File: src/sv/bbc_pkg.sv
// ----------------------------------------------------------------------------
// bbc_pkg
// Shared types, constants and microcode encodings for the block buffer cache.
// ----------------------------------------------------------------------------
`default_nettype none

package bbc_pkg;

  localparam int BUFFERS    = 4;
  localparam int BUF_W      = (BUFFERS > 1) ? $clog2(BUFFERS) : 1;
  localparam int BLOCK_BITS = 24;
  localparam int SECTOR_W   = 25;
  localparam int PC_W       = 5;

  // operation codes
  localparam logic [2:0] OP_GET    = 3'd0;
  localparam logic [2:0] OP_ASSIGN = 3'd1;
  localparam logic [2:0] OP_UPDATE = 3'd2;
  localparam logic [2:0] OP_EMPTY  = 3'd3;
  localparam logic [2:0] OP_SAVE   = 3'd4;
  localparam logic [2:0] OP_FLUSH  = 3'd5;

  // result kinds
  localparam logic [1:0] KIND_FINAL = 2'd0;
  localparam logic [1:0] KIND_READ  = 2'd1;
  localparam logic [1:0] KIND_WRITE = 2'd2;
  localparam logic [1:0] KIND_FILL  = 2'd3;

  typedef struct packed {
    logic [2:0]            operation;
    logic [BLOCK_BITS-1:0] block_id;
    logic                  read_ok;
    logic                  write_ok;
  } in_item_t;

  typedef struct packed {
    logic [1:0]          kind;
    logic                drive;
    logic [1:0]          buffer;
    logic [SECTOR_W-1:0] sector;
    logic                ok;
    logic                last;
  } out_item_t;

  // datapath actions
  typedef enum logic [3:0] {
    ACT_NONE,
    ACT_SEARCH,
    ACT_WB_VICTIM,
    ACT_READ,
    ACT_FILL,
    ACT_FINAL_FETCH,
    ACT_FINAL_HIT,
    ACT_FINAL_FLAG,
    ACT_MARK_DIRTY,
    ACT_START_SCAN,
    ACT_WB_SCAN,
    ACT_NEXT_I,
    ACT_EMPTY,
    ACT_SET_FLAG,
    ACT_CLR_FLAG
  } act_t;

  // jump conditions
  typedef enum logic [3:0] {
    C_NEVER,
    C_ALWAYS,
    C_HIT,
    C_NO_VICTIM,
    C_NO_WB,
    C_FILL,
    C_NO_DRIVE,
    C_CLEAN_I,
    C_MORE_I,
    C_NOT_FLUSH
  } cond_t;

  typedef struct packed {
    act_t            act;
    cond_t           cond;
    logic [PC_W-1:0] target;
    logic            done;
  } ucode_t;

  // sequencer to datapath
  typedef struct packed {
    act_t act;
    logic fire;
  } ctrl_t;

  // datapath to sequencer
  typedef struct packed {
    logic hit;
    logic no_victim;
    logic no_wb;
    logic fill;
    logic no_drive;
    logic clean_i;
    logic more_i;
    logic not_flush;
    logic out_free;
  } status_t;

  // actions that may place a request in the output register
  function automatic logic act_emits(input act_t a);
    case (a)
      ACT_WB_VICTIM, ACT_READ, ACT_FILL, ACT_FINAL_FETCH,
      ACT_FINAL_HIT, ACT_FINAL_FLAG, ACT_WB_SCAN: act_emits = 1'b1;
      default:                                    act_emits = 1'b0;
    endcase
  endfunction

endpackage

`default_nettype wire

File: src/sv/bbc_sequencer.sv
// ----------------------------------------------------------------------------
// bbc_sequencer
// Step counter and microcode table; issues one datapath action per step.
// ----------------------------------------------------------------------------
`default_nettype none

module bbc_sequencer (
  input  wire logic             clk,
  input  wire logic             rst,
  input  wire logic             start,
  input  wire logic [2:0]       operation,
  input  wire bbc_pkg::status_t st,
  output bbc_pkg::ctrl_t        ctrl,
  output logic                  running
);
  import bbc_pkg::*;

  // program entry points
  localparam logic [PC_W-1:0] PC_FETCH  = PC_W'(0);
  localparam logic [PC_W-1:0] PC_HIT    = PC_W'(9);
  localparam logic [PC_W-1:0] PC_FAIL   = PC_W'(10);
  localparam logic [PC_W-1:0] PC_UPDATE = PC_W'(12);
  localparam logic [PC_W-1:0] PC_EMPTY  = PC_W'(14);
  localparam logic [PC_W-1:0] PC_SAVE   = PC_W'(15);
  localparam logic [PC_W-1:0] PC_SCAN   = PC_W'(16);
  localparam logic [PC_W-1:0] PC_NEXT   = PC_W'(18);
  localparam logic [PC_W-1:0] PC_EMPTY2 = PC_W'(20);
  localparam logic [PC_W-1:0] PC_FINAL2 = PC_W'(21);

  function automatic ucode_t ucode_rom(input logic [PC_W-1:0] a);
    unique case (a)
      5'd0:    ucode_rom = '{ACT_SEARCH,      C_HIT,       PC_HIT,    1'b0};
      5'd1:    ucode_rom = '{ACT_NONE,        C_NO_VICTIM, PC_FAIL,   1'b0};
      5'd2:    ucode_rom = '{ACT_NONE,        C_NO_WB,     PC_W'(4),  1'b0};
      5'd3:    ucode_rom = '{ACT_WB_VICTIM,   C_NEVER,     PC_FETCH,  1'b0};
      5'd4:    ucode_rom = '{ACT_NONE,        C_FILL,      PC_W'(7),  1'b0};
      5'd5:    ucode_rom = '{ACT_CLR_FLAG,    C_NO_DRIVE,  PC_W'(8),  1'b0};
      5'd6:    ucode_rom = '{ACT_READ,        C_ALWAYS,    PC_W'(8),  1'b0};
      5'd7:    ucode_rom = '{ACT_FILL,        C_NEVER,     PC_FETCH,  1'b0};
      5'd8:    ucode_rom = '{ACT_FINAL_FETCH, C_NEVER,     PC_FETCH,  1'b1};
      5'd9:    ucode_rom = '{ACT_FINAL_HIT,   C_NEVER,     PC_FETCH,  1'b1};
      5'd10:   ucode_rom = '{ACT_CLR_FLAG,    C_NEVER,     PC_FETCH,  1'b0};
      5'd11:   ucode_rom = '{ACT_FINAL_FLAG,  C_NEVER,     PC_FETCH,  1'b1};
      5'd12:   ucode_rom = '{ACT_MARK_DIRTY,  C_NEVER,     PC_FETCH,  1'b0};
      5'd13:   ucode_rom = '{ACT_FINAL_FLAG,  C_NEVER,     PC_FETCH,  1'b1};
      5'd14:   ucode_rom = '{ACT_SET_FLAG,    C_ALWAYS,    PC_EMPTY2, 1'b0};
      5'd15:   ucode_rom = '{ACT_START_SCAN,  C_NEVER,     PC_FETCH,  1'b0};
      5'd16:   ucode_rom = '{ACT_NONE,        C_CLEAN_I,   PC_NEXT,   1'b0};
      5'd17:   ucode_rom = '{ACT_WB_SCAN,     C_NEVER,     PC_FETCH,  1'b0};
      5'd18:   ucode_rom = '{ACT_NEXT_I,      C_MORE_I,    PC_SCAN,   1'b0};
      5'd19:   ucode_rom = '{ACT_NONE,        C_NOT_FLUSH, PC_FINAL2, 1'b0};
      5'd20:   ucode_rom = '{ACT_EMPTY,       C_NEVER,     PC_FETCH,  1'b0};
      5'd21:   ucode_rom = '{ACT_FINAL_FLAG,  C_NEVER,     PC_FETCH,  1'b1};
      default: ucode_rom = '{ACT_NONE,        C_NEVER,     PC_FETCH,  1'b1};
    endcase
  endfunction

  function automatic logic [PC_W-1:0] entry_pc(input logic [2:0] op);
    unique case (op)
      OP_GET, OP_ASSIGN: entry_pc = PC_FETCH;
      OP_UPDATE:         entry_pc = PC_UPDATE;
      OP_EMPTY:          entry_pc = PC_EMPTY;
      OP_SAVE, OP_FLUSH: entry_pc = PC_SAVE;
      default:           entry_pc = PC_FAIL;
    endcase
  endfunction

  logic [PC_W-1:0] pc;
  ucode_t          word;
  logic            taken;
  logic            advance;

  assign word = ucode_rom(pc);

  always_comb begin
    case (word.cond)
      C_ALWAYS:    taken = 1'b1;
      C_HIT:       taken = st.hit;
      C_NO_VICTIM: taken = st.no_victim;
      C_NO_WB:     taken = st.no_wb;
      C_FILL:      taken = st.fill;
      C_NO_DRIVE:  taken = st.no_drive;
      C_CLEAN_I:   taken = st.clean_i;
      C_MORE_I:    taken = st.more_i;
      C_NOT_FLUSH: taken = st.not_flush;
      default:     taken = 1'b0;
    endcase
  end

  // a step that may emit waits for room in the output register
  assign advance   = running && (!act_emits(word.act) || st.out_free);
  assign ctrl.act  = running ? word.act : ACT_NONE;
  assign ctrl.fire = advance;

  always_ff @(posedge clk) begin
    if (rst) begin
      running <= 1'b0;
      pc      <= PC_FETCH;
    end else if (!running) begin
      if (start) begin
        running <= 1'b1;
        pc      <= entry_pc(operation);
      end
    end else if (advance) begin
      if (word.done) begin
        running <= 1'b0;
      end else if (taken) begin
        pc <= word.target;
      end else begin
        pc <= pc + PC_W'(1);
      end
    end
  end

endmodule

`default_nettype wire

File: src/sv/bbc_datapath.sv
// ----------------------------------------------------------------------------
// bbc_datapath
// Buffer tags and marks, search logic, scan index and output register.
// ----------------------------------------------------------------------------
`default_nettype none

module bbc_datapath (
  input  wire logic              clk,
  input  wire logic              rst,
  input  wire bbc_pkg::in_item_t item,
  input  wire logic [1:0]        drive_select,
  input  wire bbc_pkg::ctrl_t    ctrl,
  output bbc_pkg::status_t       st,
  input  wire logic              out_stall,
  output logic                   out_valid,
  output bbc_pkg::out_item_t     out_data
);
  import bbc_pkg::*;

  logic [BLOCK_BITS-1:0] tag [BUFFERS];
  logic [BUFFERS-1:0]    valid;
  logic [BUFFERS-1:0]    current;
  logic [BUFFERS-1:0]    dirty;

  logic [BUF_W-1:0] victim;
  logic             victim_found;
  logic [BUF_W-1:0] idx;
  logic             flag;

  logic             hit_any;
  logic [BUF_W-1:0] hit_sel;
  logic             vic_any;
  logic [BUF_W-1:0] vic_sel;
  logic             cur_any;
  logic [BUF_W-1:0] cur_sel;
  logic             no_drive;
  logic             out_free;
  logic             emit;
  out_item_t        res;

  assign no_drive = drive_select[1];
  assign out_free = !out_valid || !out_stall;

  // priority searches: lowest index wins
  always_comb begin
    hit_any = 1'b0;
    hit_sel = '0;
    vic_any = 1'b0;
    vic_sel = '0;
    cur_any = 1'b0;
    cur_sel = '0;
    for (int k = BUFFERS - 1; k >= 0; k--) begin
      if (valid[k] && tag[k] == item.block_id) begin
        hit_any = 1'b1;
        hit_sel = BUF_W'(k);
      end
      if (current[k]) begin
        cur_any = 1'b1;
        cur_sel = BUF_W'(k);
      end
    end
    for (int k = BUFFERS - 1; k >= 0; k--) begin
      if (!current[k]) begin
        vic_any = 1'b1;
        vic_sel = BUF_W'(k);
      end
    end
    // an empty buffer beats a non-current one
    for (int k = BUFFERS - 1; k >= 0; k--) begin
      if (!valid[k]) begin
        vic_any = 1'b1;
        vic_sel = BUF_W'(k);
      end
    end
  end

  assign st.hit       = hit_any;
  assign st.no_victim = !victim_found;
  assign st.no_wb     = !(valid[victim] && dirty[victim]) || no_drive;
  assign st.fill      = (item.operation == OP_ASSIGN);
  assign st.no_drive  = no_drive;
  assign st.clean_i   = !dirty[idx];
  assign st.more_i    = (idx != BUF_W'(BUFFERS - 1));
  assign st.not_flush = (item.operation != OP_FLUSH);
  assign st.out_free  = out_free;

  // result formed by the current action
  always_comb begin
    res  = '0;
    emit = 1'b0;
    if (ctrl.fire) begin
      case (ctrl.act)
        ACT_WB_VICTIM: begin
          emit       = 1'b1;
          res.kind   = KIND_WRITE;
          res.drive  = drive_select[0];
          res.buffer = 2'(victim);
          res.sector = {tag[victim], 1'b0};
        end
        ACT_WB_SCAN: begin
          emit       = !no_drive;
          res.kind   = KIND_WRITE;
          res.drive  = drive_select[0];
          res.buffer = 2'(idx);
          res.sector = {tag[idx], 1'b0};
        end
        ACT_READ: begin
          emit       = 1'b1;
          res.kind   = KIND_READ;
          res.drive  = drive_select[0];
          res.buffer = 2'(victim);
          res.sector = {item.block_id, 1'b0};
        end
        ACT_FILL: begin
          emit       = 1'b1;
          res.kind   = KIND_FILL;
          res.buffer = 2'(victim);
        end
        ACT_FINAL_FETCH: begin
          emit       = 1'b1;
          res.kind   = KIND_FINAL;
          res.buffer = flag ? 2'(victim) : 2'd0;
          res.ok     = flag;
          res.last   = 1'b1;
        end
        ACT_FINAL_HIT: begin
          emit       = 1'b1;
          res.kind   = KIND_FINAL;
          res.buffer = 2'(hit_sel);
          res.ok     = 1'b1;
          res.last   = 1'b1;
        end
        ACT_FINAL_FLAG: begin
          emit       = 1'b1;
          res.kind   = KIND_FINAL;
          res.ok     = flag;
          res.last   = 1'b1;
        end
        default: begin
          emit = 1'b0;
        end
      endcase
    end
  end

  always_ff @(posedge clk) begin
    if (rst) begin
      out_valid <= 1'b0;
    end else if (emit) begin
      out_valid <= 1'b1;
    end else if (!out_stall) begin
      out_valid <= 1'b0;
    end
  end

  always_ff @(posedge clk) begin
    if (emit) begin
      out_data <= res;
    end
  end

  always_ff @(posedge clk) begin
    if (rst) begin
      valid        <= '0;
      current      <= '0;
      dirty        <= '0;
      victim       <= '0;
      victim_found <= 1'b0;
      idx          <= '0;
      flag         <= 1'b0;
      for (int k = 0; k < BUFFERS; k++) begin
        tag[k] <= '0;
      end
    end else if (ctrl.fire) begin
      case (ctrl.act)
        ACT_SEARCH: begin
          victim       <= vic_sel;
          victim_found <= vic_any;
          current      <= '0;
        end
        ACT_WB_VICTIM: begin
          if (item.write_ok) begin
            dirty[victim] <= 1'b0;
          end
        end
        ACT_READ: begin
          flag <= item.read_ok;
        end
        ACT_FILL: begin
          flag <= 1'b1;
        end
        ACT_FINAL_FETCH: begin
          if (flag) begin
            tag[victim]     <= item.block_id;
            valid[victim]   <= 1'b1;
            current[victim] <= 1'b1;
            dirty[victim]   <= 1'b0;
          end
        end
        ACT_FINAL_HIT: begin
          current[hit_sel] <= 1'b1;
        end
        ACT_MARK_DIRTY: begin
          flag <= cur_any;
          if (cur_any) begin
            dirty[cur_sel] <= 1'b1;
          end
        end
        ACT_START_SCAN: begin
          flag <= 1'b1;
          idx  <= '0;
        end
        ACT_WB_SCAN: begin
          if (no_drive || !item.write_ok) begin
            flag <= 1'b0;
          end else begin
            dirty[idx] <= 1'b0;
          end
        end
        ACT_NEXT_I: begin
          idx <= idx + BUF_W'(1);
        end
        ACT_EMPTY: begin
          valid   <= '0;
          current <= '0;
          dirty   <= '0;
          for (int k = 0; k < BUFFERS; k++) begin
            tag[k] <= '0;
          end
        end
        ACT_SET_FLAG: begin
          flag <= 1'b1;
        end
        ACT_CLR_FLAG: begin
          flag <= 1'b0;
        end
        default: begin
          flag <= flag;
        end
      endcase
    end
  end

  a_current_single: assert property (@(posedge clk) disable iff (rst)
    $onehot0(current))
    else $error("more than one buffer marked current");

  a_current_valid: assert property (@(posedge clk) disable iff (rst)
    (current & ~valid) == '0)
    else $error("current mark on an empty buffer");

  a_dirty_valid: assert property (@(posedge clk) disable iff (rst)
    (dirty & ~valid) == '0)
    else $error("dirty mark on an empty buffer");

endmodule

`default_nettype wire

File: src/sv/block_buffer_cache_manager_core.sv
// ----------------------------------------------------------------------------
// block_buffer_cache_manager_core
// Fully associative write-back cache manager for four block buffers.
// ----------------------------------------------------------------------------
// An item is registered on acceptance and then run by a microcoded sequencer,
// one table step per cycle, each step that may emit waiting while the output
// register holds an untaken request. A program runs 2 steps for update, 3 for
// empty-all, 2 to 8 for get and assign (hit 2, no evictable buffer 4, miss 6
// to 8 with a write-back adding 1), and 3 + 2 * BUFFERS (+ dirty buffers, + 1
// for flush) for save-all and flush; no new item is taken until the program of
// the last one has finished.
// in_stall is high from acceptance until the final request has been loaded
// into the output register. There is no clearing pass after reset.
`default_nettype none

module block_buffer_cache_manager_core (
  input  wire logic               clk,
  input  wire logic               rst,
  input  wire logic               in_valid,
  output logic                    in_stall,
  input  wire bbc_pkg::in_item_t  in_data,
  output logic                    out_valid,
  input  wire logic               out_stall,
  output bbc_pkg::out_item_t      out_data,
  input  wire logic               cfg_valid,
  output logic                    cfg_ready,
  input  wire logic [1:0]         cfg_data
);
  import bbc_pkg::*;

  in_item_t   item;
  logic [1:0] drive_select;
  logic       running;
  logic       start;
  ctrl_t      ctrl;
  status_t    st;

  assign in_stall  = running;
  assign start     = in_valid && !running;
  assign cfg_ready = 1'b1;

  always_ff @(posedge clk) begin
    if (start) begin
      item <= in_data;
    end
  end

  always_ff @(posedge clk) begin
    if (rst) begin
      drive_select <= 2'd1;
    end else if (cfg_valid && cfg_ready) begin
      drive_select <= cfg_data;
    end
  end

  bbc_sequencer u_seq (
    .clk       (clk),
    .rst       (rst),
    .start     (start),
    .operation (in_data.operation),
    .st        (st),
    .ctrl      (ctrl),
    .running   (running)
  );

  bbc_datapath u_dp (
    .clk          (clk),
    .rst          (rst),
    .item         (item),
    .drive_select (drive_select),
    .ctrl         (ctrl),
    .st           (st),
    .out_stall    (out_stall),
    .out_valid    (out_valid),
    .out_data     (out_data)
  );

endmodule

`default_nettype wire
File: config.mk
export PLATFORM = sky130hd
export DESIGN_NAME = block_buffer_cache_manager_core
export DESIGN_NICKNAME = d
export VERILOG_FILES = /design/src/sv/bbc_pkg.sv /design/src/sv/bbc_sequencer.sv /design/src/sv/bbc_datapath.sv /design/src/sv/block_buffer_cache_manager_core.sv
export SDC_FILE = /design/constraint.sdc
export NUM_CORES = 1
export LEC_CHECK = 0
export ABC_CLOCK_PERIOD_IN_PS = 3530
export BUFFER_PORTS_ARGS = -buffer_cell sky130_fd_sc_hd__clkbuf_2
export CAP_MARGIN = 20
export CORE_ASPECT_RATIO = 0.7
export CORE_MARGIN = 2
export CORE_UTILIZATION = 45
export CTS_BUF_LIST = sky130_fd_sc_hd__clkbuf_4 sky130_fd_sc_hd__clkbuf_8 sky130_fd_sc_hd__clkbuf_16
export DETAILED_ROUTE_END_ITERATION = 12
export PLACE_DENSITY = 0.68
export SETUP_SLACK_MARGIN = 0.4
export SYNTH_ARGS = -nofsm -noshare
export SYNTH_HDL_FRONTEND = slang
export SYNTH_SLANG_ARGS = --single-unit
File: constraint.sdc
create_clock -name clk -period 3.53 [get_ports clk]
set_input_delay 0.353 -clock clk [delete_from_list [all_inputs] [get_ports clk]]
set_output_delay 0.353 -clock clk [all_outputs]
set_load 0.05 [all_outputs]
After elaboration in Yosys (flattened, before gate mapping)
Memories as Yosys holds them, arrays and structs flattened. A register that Yosys moved wholly into a read port is not among the register bits.
Index checks and enable logic that the tools add are counted.
- add/subtract/negate cells: 2
- magnitude comparators: 8
- equality and inequality tests: 50
- multiplexer cells: 104
- bitwise operators: 12
- reductions and logical operators: 50
- operators by type and width (cell ; count):
    $mux W24 ; 5
    $eq A24 B24 Y1 ; 4
    $pmux W25 S3 ; 1
    $eq A4 B3 Y1 const B ; 12
    $mux W1 ; 44
    $mux W2 ; 22
    $eq A4 B4 Y1 const B ; 10
    $mux W5 ; 7
    $mux W4 ; 7
    $eq A4 B2 Y1 const B ; 6
    $reduce_or A24 Y1 ; 1
    $pmux W4 S5 ; 1
    $or A4 B4 Y4 ; 4
    $pmux W4 S4 ; 1
    $lt A2 B3 Y1 const B ; 4
    $pmux W4 S3 ; 1
    $reduce_and A3 Y1 ; 4
    $logic_and A1 B1 Y1 ; 11
    $ne A2 B2 Y1 const B ; 5
    $reduce_bool A5 Y1 ; 2
    $reduce_or A2 Y1 ; 5
    $logic_not A1 Y1 ; 9
    $pmux W1 S9 ; 1
    $reduce_or A3 Y1 ; 3
    other kinds (28) ; 56
- register bits after elaboration: 88
- bits in writable memories: 96
- memory bits (read-only): 448
- input bits: 36
- output and inout bits: 35
- logic and storage cells: 249
- memories kept: 2
- memory list (memory ; depth ; width ; rd ports ; clocked after memory_dff ; write ports ; line ; text):
    (no name shown) ; 32 ; 14 ; 1 ; 1 ; 0 ; bbc_sequencer.sv:31 ; unique case (a)
    u_dp.tag ; 4 ; 24 ; 6 ; 2 ; 4 ; bbc_datapath.sv:20 ; logic [BLOCK_BITS-1:0] tag [BUFFERS];

Logic depth before layout (Yosys ltp)
Gate-level depths: netlist (run 1).
An unclocked memory read counts as a cell.
- depth after elaboration: 14
- gate-level depth with buffers: 16
- gate-level depth less buffers: 15

Hierarchy
A second synthesis (run 1) with hierarchy kept.
- cell total of the unflattened synthesis: 977
- area total of the unflattened synthesis: 11377.2 um^2
- by module, submodules not included (module ; times used ; cells an instance ; area an instance (um^2) ; sequential area each (um^2)):
    bbc_datapath ; 1 ; 767 ; 8877.3 ; 4274.1
    bbc_sequencer ; 1 ; 172 ; 1542.7 ; 400.4
    block_buffer_cache_manager_core ; 1 ; 38 ; 957.2 ; 910.9

Worst setup path before layout (run 1)
Ideal clock, no wire load.
- path kind: register to register
- start: reg u_seq.running
- end: mem u_dp.tag[1][0] (enable)
- arrival time: 3.361 ns
- data required time: 3.092 ns
- setup slack: -0.269 ns
- cell stages (with the launch flop): 6
- buffers on the path: 2
- cell sequence: dfxtp_1 clkbuf_1 nand4_1 or3_1 clkbuf_1 o21ai_0
- RTL lines (element ; line ; text):
    from (decl) ; bbc_sequencer.sv:14 ; output logic running
    from (signal assigned) ; bbc_sequencer.sv:97 ; running <= 1'b0;
    from (signal assigned) ; bbc_sequencer.sv:101 ; running <= 1'b1;
    from (signal assigned) ; bbc_sequencer.sv:106 ; running <= 1'b0;
    to (decl) ; bbc_datapath.sv:20 ;

Final worst setup path (run 1)
- start: reg, netlist name item[4]
- end: reg, netlist name u_seq.word[10]
- longest elaborated chain between the ends: 13
- elaborated cells on any way between the ends: 19
- those cells by class: eq/ne: 4; mux: 11; reduce/logical: 4
- RTL lines (element ; line ; text):
    $eq A24 B24 Y1 ; bbc_datapath.sv:53 ; if (valid[k] && tag[k] == item.block_id) begin
    $logic_and A1 B1 Y1 ; bbc_datapath.sv:53 ;
    $mux W1 (3 in series) ; bbc_datapath.sv:53 ;
    $mux W1 (*) ; bbc_datapath.sv:53 ;
    $pmux W1 S9 (*) ; bbc_sequencer.sv:76 ; case (word.cond)
    $mux W5 (*) ; bbc_sequencer.sv:107 ; end else if (taken) begin
    $mux W5 (*) ; bbc_sequencer.sv:105 ; if (word.done) begin
    $mux W5 (*) ; bbc_sequencer.sv:104 ; end else if (advance) begin
    $mux W5 (*) ; bbc_sequencer.sv:99 ; end else if (!running) begin
    $mux W5 (no source line) (*) (2 in series) ; -- ;
Mark *: on every way between the ends. The rest lies on a longest branch, timed or not. The select of a mux whose other input is x is not followed.
A chain may end at the register's enable or synchronous reset.

==> results of run 1 <==
[metrics by stage]
stage	cells	TNS, ns	util, %	instance area, um2
4_1_cts	1433	0	54.8	13400
2_1_floorplan	959	0	-	11100
3_5_place_dp	1354	-1.02	49.6	12100
5_1_grt	1447	0	56.0	13700
3_3_place_gp	1354	-0.372	49.6	12100
6_report	1447	0	56.0	13700
[registers in the layout (all words and copies together), names as in the netlist, named ones only]
| register | flops |
|---|---|
| u_seq.pc | 5 |
| u_dp.dirty | 4 |
| u_dp.flag | 1 |
| u_dp.out_data | 31 |
| u_dp.current | 4 |
| drive_select | 2 |
| u_dp.out_valid | 1 |
| u_dp.idx | 2 |
| item | 29 |
| u_seq.running | 1 |
| u_dp.victim_found | 1 |
| u_dp.tag | 96 |
| u_dp.victim | 2 |
| u_seq.word | 14 |
| u_dp.valid | 4 |
[final timing paths]
path                                                     end  slack [ns]  cells past startpoint
worst max-delay path                  u_seq.word[10]$_DFF_P_        0.08                     15
worst min-delay path                       item[3]$_DFFE_PP_        0.02                      1
worst max register to register        u_seq.word[10]$_DFF_P_        0.08                     15
worst min register to register  drive_select[0]$_SDFFE_PP1P_        0.48                      2
[synthesized netlist by cell type (13+ instances only)]
cell      instances  area, um2
a21oi_1          52        260
a22oi_1          26        195
and2_1           97        607
buf_2            16       80.1
clkbuf_1         39        146
dfxtp_1          45        901
edfxtp_1        156       4680
ha_1             13        163
inv_1            24       90.1
mux4_2           48       1080
nand2_1          70        263
nand3_1          20        100
nand4_1          20        125
nor2_1           43        161
nor3_1           16       80.1
nor4_1           17        106
o21ai_0          23        115
xnor2_1          51        447
xor2_1           48        420
[cell families after synthesis]
family / count (synthesis) / synth area share, %
multiplexers: 59 / 10.9
XOR/XNOR: 101 / 8.08
other: 2 / 0.0675
flip-flops: 201 / 50.2
buffers and inverters: 99 / 4.23
adder cells (fa/ha/maj): 13 / 1.46
AND/OR/NAND/NOR: 326 / 15.9
AO/OA/AOI/OAI: 158 / 9.18
[critical path, delay by kind of cell (launching register included)]
family / cells / cell delay (ns)
adder cells (fa/ha/maj): 1 / 0.16
AO/OA/AOI/OAI: 3 / 0.60
multiplexers: 1 / 0.21
buffers and inverters: 3 / 0.53
XOR/XNOR: 1 / 0.18
AND/OR/NAND/NOR: 6 / 1.20
flip-flops: 1 / 0.44
[layout make-up]
class                           count  area (um2)  area share (%)
Inverter                           26         100           0.731
Clock buffer                       28         578            4.22
Multi-Input combinational cell    660        5540            40.4
Clock inverter                      9         116           0.850
Timing Repair Buffer              198        1370            9.99
Tap cell                          325         407            2.97
Sequential cell                   201        5590            40.8
[layout by cell type, fill, tap and decap left out, types with 7 or more instances in the layout]
cell       count
a21oi_1       46
a22oi_1       26
a31oi_1        8
and2_1        97
buf_4        116
buf_6         11
clkbuf_16     21
clkbuf_2      68
clkbuf_4       7
dfxtp_1       43
edfxtp_1     156
inv_1         18
inv_2          7
mux2i_1        7
mux4_2        48
nand2_1       69
nand2b_1       7
nand3_1       19
nand4_1       20
nor2_1        41
nor3_1        12
nor4_1        10
o211ai_1       8
o21ai_0       17
xnor2_1       37
xnor2_2       16
xor2_1        44
[layer usage]
layer / share of wire (%) / vias to the layer above / global-route usage [%]
met4: 1.6 / 0 / 5.09
met1: 45 / 4264 / 41.1
met2: 41 / 558 / 35.4
met3: 12 / 50 / 5.96
met5: 0 / - / 0
li1: - / 3832 / -
[power breakdown]
| part | total [mW] | switching [mW] | internal, mW | leakage (nW) |
|---|---|---|---|---|
| clock network | 2.30 | 0.929 | 1.37 | 0.350 |
| registers | 2.96 | 0.177 | 2.78 | 1.90 |
| logic | 2.14 | 1.26 | 0.879 | 2.70 |
[what timing repair did]
item                                    in CTS  in global routing
endpoints found under the setup margin      14                 14
pin swaps                                   19                 28
cloned                                       1                  0
gates resized for setup                     45                 41
buffers inserted                            41                 14
==> impl_metrics.ini, run 1 <==
[die]
die_width_um = 192
die-area_um2 = 26000
initial_core_util_pct = 45.5
ios = 71
fp.dieH_um = 136
core_um2 = 24400
num_rows = 48

[layout]
nFillCells = 2008
drive_above_1_share_pct = 32.4
n_antenna_cell = 0
area_delta_synth_final_pct = 23.1
fin_nets = 1157

[timing]
fmax_mhz = 290
worst_slew_margin_rel_pct = 45.4
hold_viol = 0
period_share_pct = 97.7
rsz0062_at_grt = true
tightest_slew_ns = 0.819
setup_ws_ns = 0.0817
fin_crit_ns = 3.45
final_max_slew_viol_count = 0
setup_viol = 0
hold_ws_ns = 0.0249
fin_worst_skew_ns = 0.0109

[detailed_routing]
drc_errors = 0
viasPerCell = 6.02
vias = 8704
wl_per_cell_um = 22.8
dr.first_iter.drc_count = 1266
routed_wl_mm = 33.0
ant_nets = 0
firstDrtPassIters = 5

[cts]
cts_tree = done
cts_max_level = 1
hold_buffers = 0
cts_buffers = 21
clk_pin_slew_ns = 0.07
clock_latency_ns = 0.50
clk_path_buf_depth = 3
ctsRootBufferMaster = clkbuf_16
clock-sinks = 201

[synthesis]
synth-main-ff-cell = edfxtp_1
synthCells = 959
seq_area_frac_synth_pct = 50.2
ys_types = 71
synth-seq-cells = 201
ys_warn_count = 0
synth_edf_count = 156
synth_area_um2 = 11100
postSynthAreaPerCell_um2 = 11.6
synth_nets = 1008
synthArstFlopShare_pct = 0

[place]
dpl.hpwl_mm = 21.2
dp_slack_ns = -0.264
routabilityCongestion = 0.892
port_buffers = 68

[power_and_ir_drop]
ir_drop_uv = 352
power_density_nw_per_um2 = 540
finalPower_mw = 7.39
leakage_nw = 4.95

[setup_path]
crit_path_end_kind = register
arrival_ns = 3.83
cp_slowest_stage_delay_ns = 0.44
crit_path_start = item[4]$_DFFE_PP_
critPathSlowestCell = edfxtp_1
worstPathRequired_ns = 3.91
crit_path_cell_trace = buf_6, xor2_2, nor4_2, buf_4, nand4_4, a41oi_4, nor2_4, mux2i_4, a21oi_2, nand2_2, buf_6, ha_4, nand3_1, a31oi_1, or3_1
critical_path.most_common_cell = buf_6
crit_type = reg -> reg
critPathMaxFanout = 6
startpoint_type = register
r2r-start = item[4]$_DFFE_PP_

[run_status]
outcome = completed

[job]
max_cap_violations = 0

[global_routing]
grt_pass1_vias = 8099
grt.overflow.total = 0
antenna_found_initial = 0
gr-usage-all-layers_pct = 25.8
grt_pass1_wl_mm = 50.0
grt_start_max_net_pins = 35

[worst_hold_path]
hold_start = in_data[3]
hold_class = in -> reg
Power figures use the tool's default switching activity.
==> run 2: changes to the inputs <==
--- a/config.mk
+++ b/config.mk
@@ -10,10 +10,10 @@
 export CAP_MARGIN = 20
 export CORE_ASPECT_RATIO = 0.7
 export CORE_MARGIN = 2
-export CORE_UTILIZATION = 45
+export CORE_UTILIZATION = 55
 export CTS_BUF_LIST = sky130_fd_sc_hd__clkbuf_4 sky130_fd_sc_hd__clkbuf_8 sky130_fd_sc_hd__clkbuf_16
 export DETAILED_ROUTE_END_ITERATION = 12
-export PLACE_DENSITY = 0.68
+export PLACE_DENSITY = 0.8
 export SETUP_SLACK_MARGIN = 0.4
 export SYNTH_ARGS = -nofsm -noshare
 export SYNTH_HDL_FRONTEND = slang
==> run 2 against run 1 <==
The flow now finishes with violations (setup timing). Routed wire length increased by 1.4%. Critical endpoint unchanged. Clock skew rose by 0.0051 ns. Non-clock buffer count increased by 4. Largest cell class unchanged. Die area shrank 18%. Critical path type unchanged.
==> impl_metrics.ini, run 2 (synthesized netlist as in run 1, its figures left out) <==
[run_status]
outcome = finished, violations left
violations = setup timing

[die]
fp.dieH_um = 123
core_um2 = 19800
initial_core_util_pct = 56.2
num_rows = 43
die_width_um = 174
ios = 71
die-area_um2 = 21400

[cts]
ctsRootBufferMaster = clkbuf_16
clock-sinks = 201
hold_buffers = 0
cts_buffers = 21
clk_pin_slew_ns = 0.06
clk_path_buf_depth = 3
cts_tree = done
clock_latency_ns = 0.50
cts_max_level = 1

[job]
max_cap_violations = 0

[place]
dpl.hpwl_mm = 21.5
routabilityCongestion = 0.969
placed_cell_area_um2 = 12100
port_buffers = 68

[layout]
fin_nets = 1160
nFillCells = 1399
multi_input_area_um2 = 5490
drive_above_1_share_pct = 32.7
largest_register_ffs = 96
layout_common_cells = 156 x edfxtp_1, 119 x buf_4, 97 x and2_1
area_delta_synth_final_pct = 22.3
register_area_um2 = 5590
stdcell_area_um2 = 13600
reg_top3 = u_dp.tag (96), u_dp.out_data (31), item (29)
largest_register = u_dp.tag
n_antenna_cell = 0
layout.cells.most_common = edfxtp_1

[timing]
worst_slew_margin_rel_pct = 34.3
fmax_mhz = 283
hold_viol = 0
setup_ws_ns = -0.00260
tightest_slew_ns = 0.960
fin_crit_ns = 3.53
final_max_slew_viol_count = 0
setup_tns_ns = -0.00260
fin_worst_skew_ns = 0.0161
setup_viol = 1
period_share_pct = 100
rsz0062_at_grt = true

[setup_path]
crit_type = reg -> reg
worstPathRequired_ns = 3.90
critPathMaxFanout = 9
arrival_ns = 3.90
crit_path_end_kind = register
startpoint_type = register

[detailed_routing]
wl_per_cell_um = 24.0
firstDrtPassIters = 7
vias = 8946
drc_errors = 0
ant_nets = 0
routed_wl_mm = 33.5
viasPerCell = 6.41
dr.first_iter.drc_count = 1254

[global_routing]
grt_start_max_net_pins = 35
grt.overflow.total = 0
gr-usage-all-layers_pct = 30.6
grt_pass1_vias = 8218
grt_pass1_wl_mm = 49.1
antenna_found_initial = 0

[power_and_ir_drop]
ir_drop_uv = 330
leakage_nw = 4.92
power_density_nw_per_um2 = 538

[worst_hold_path]
hold_class = in -> reg
-- run 2: per-layer routing --
layer | wire length (um) | GRT usage (%) | vias up | part of all wire [%]
met1 | 13600 | 45.5 | 4303 | 41
met3 | 5000 | 10.4 | 74 | 15
met5 | 0 | 0 | - | 0
met2 | 14100 | 43.3 | 745 | 42
li1 | - | - | 3824 | -
met4 | 835 | 7.62 | 0 | 2.5
-- run 2: timing repair --
item	4_1_cts	5_1_grt
pin swaps	23	30
endpoints found under the setup margin	13	14
setup buffers	27	26
gates resized for setup	38	49
-- run 2: critical path, stage by stage, from the launching register on --
cell and delay (ns):
edfxtp_1 0.53, xnor2_1 0.29, nand4_1 0.17, nor4_1 0.32, nand4_1 0.26, a41oi_4 0.35
buf_4 0.16, buf_4 0.10, or3_1 0.11, a31o_2 0.28, buf_4 0.22, and3_2 0.26
a211oi_2 0.04, or3_1 0.31
-- run 2: path summary, 6_finish.rpt --
kind	endpoint	from	depth (start not counted)	slack, ns
max	u_seq.word[10]$_DFF_P_	item[8]$_DFFE_PP_	13	-0.003
min	item[1]$_DFFE_PP_	in_data[1]	1	0.02
max reg2reg	u_seq.word[10]$_DFF_P_	item[8]$_DFFE_PP_	13	-0.003
min reg2reg	drive_select[0]$_SDFFE_PP1P_	drive_select[0]$_SDFFE_PP1P_	2	0.49
-- run 2: where the power goes --
| part | switching (mW) | total (mW) | internal, mW | leakage, nW |
|---|---|---|---|---|
| Combinational | 1.26 | 2.12 | 0.862 | 2.68 |
| Sequential | 0.188 | 2.97 | 2.78 | 1.90 |
| Clock | 0.922 | 2.24 | 1.32 | 0.345 |
-- run 2: area by class of cell --
cell class	count	share of cell area, %
Multi-Input combinational cell	659	40.3
Clock inverter	9	0.671
Sequential cell	201	41.1
Timing Repair Buffer	202	10.4
Inverter	26	0.735
Tap cell	270	2.48
Clock buffer	28	4.34
-- run 2: metrics by stage --
step | hold slack [ns] | worst slack (ns) | utilization, % | total power, mW | cells
6_report | 0.0247 | -0.00260 | 68.8 | 7.33 | 1395
5_1_grt | 0.0226 | -0.119 | 68.8 | 7.56 | 1395
4_1_cts | 0.0197 | 0.265 | 66.4 | 7.08 | 1369
3_5_place_dp | 0.487 | -0.0498 | 61.1 | 4.74 | 1305
3_3_place_gp | 0.470 | 0.0188 | 61.1 | 4.72 | 1305
2_1_floorplan | 0.452 | 0.372 | - | 4.12 | 959
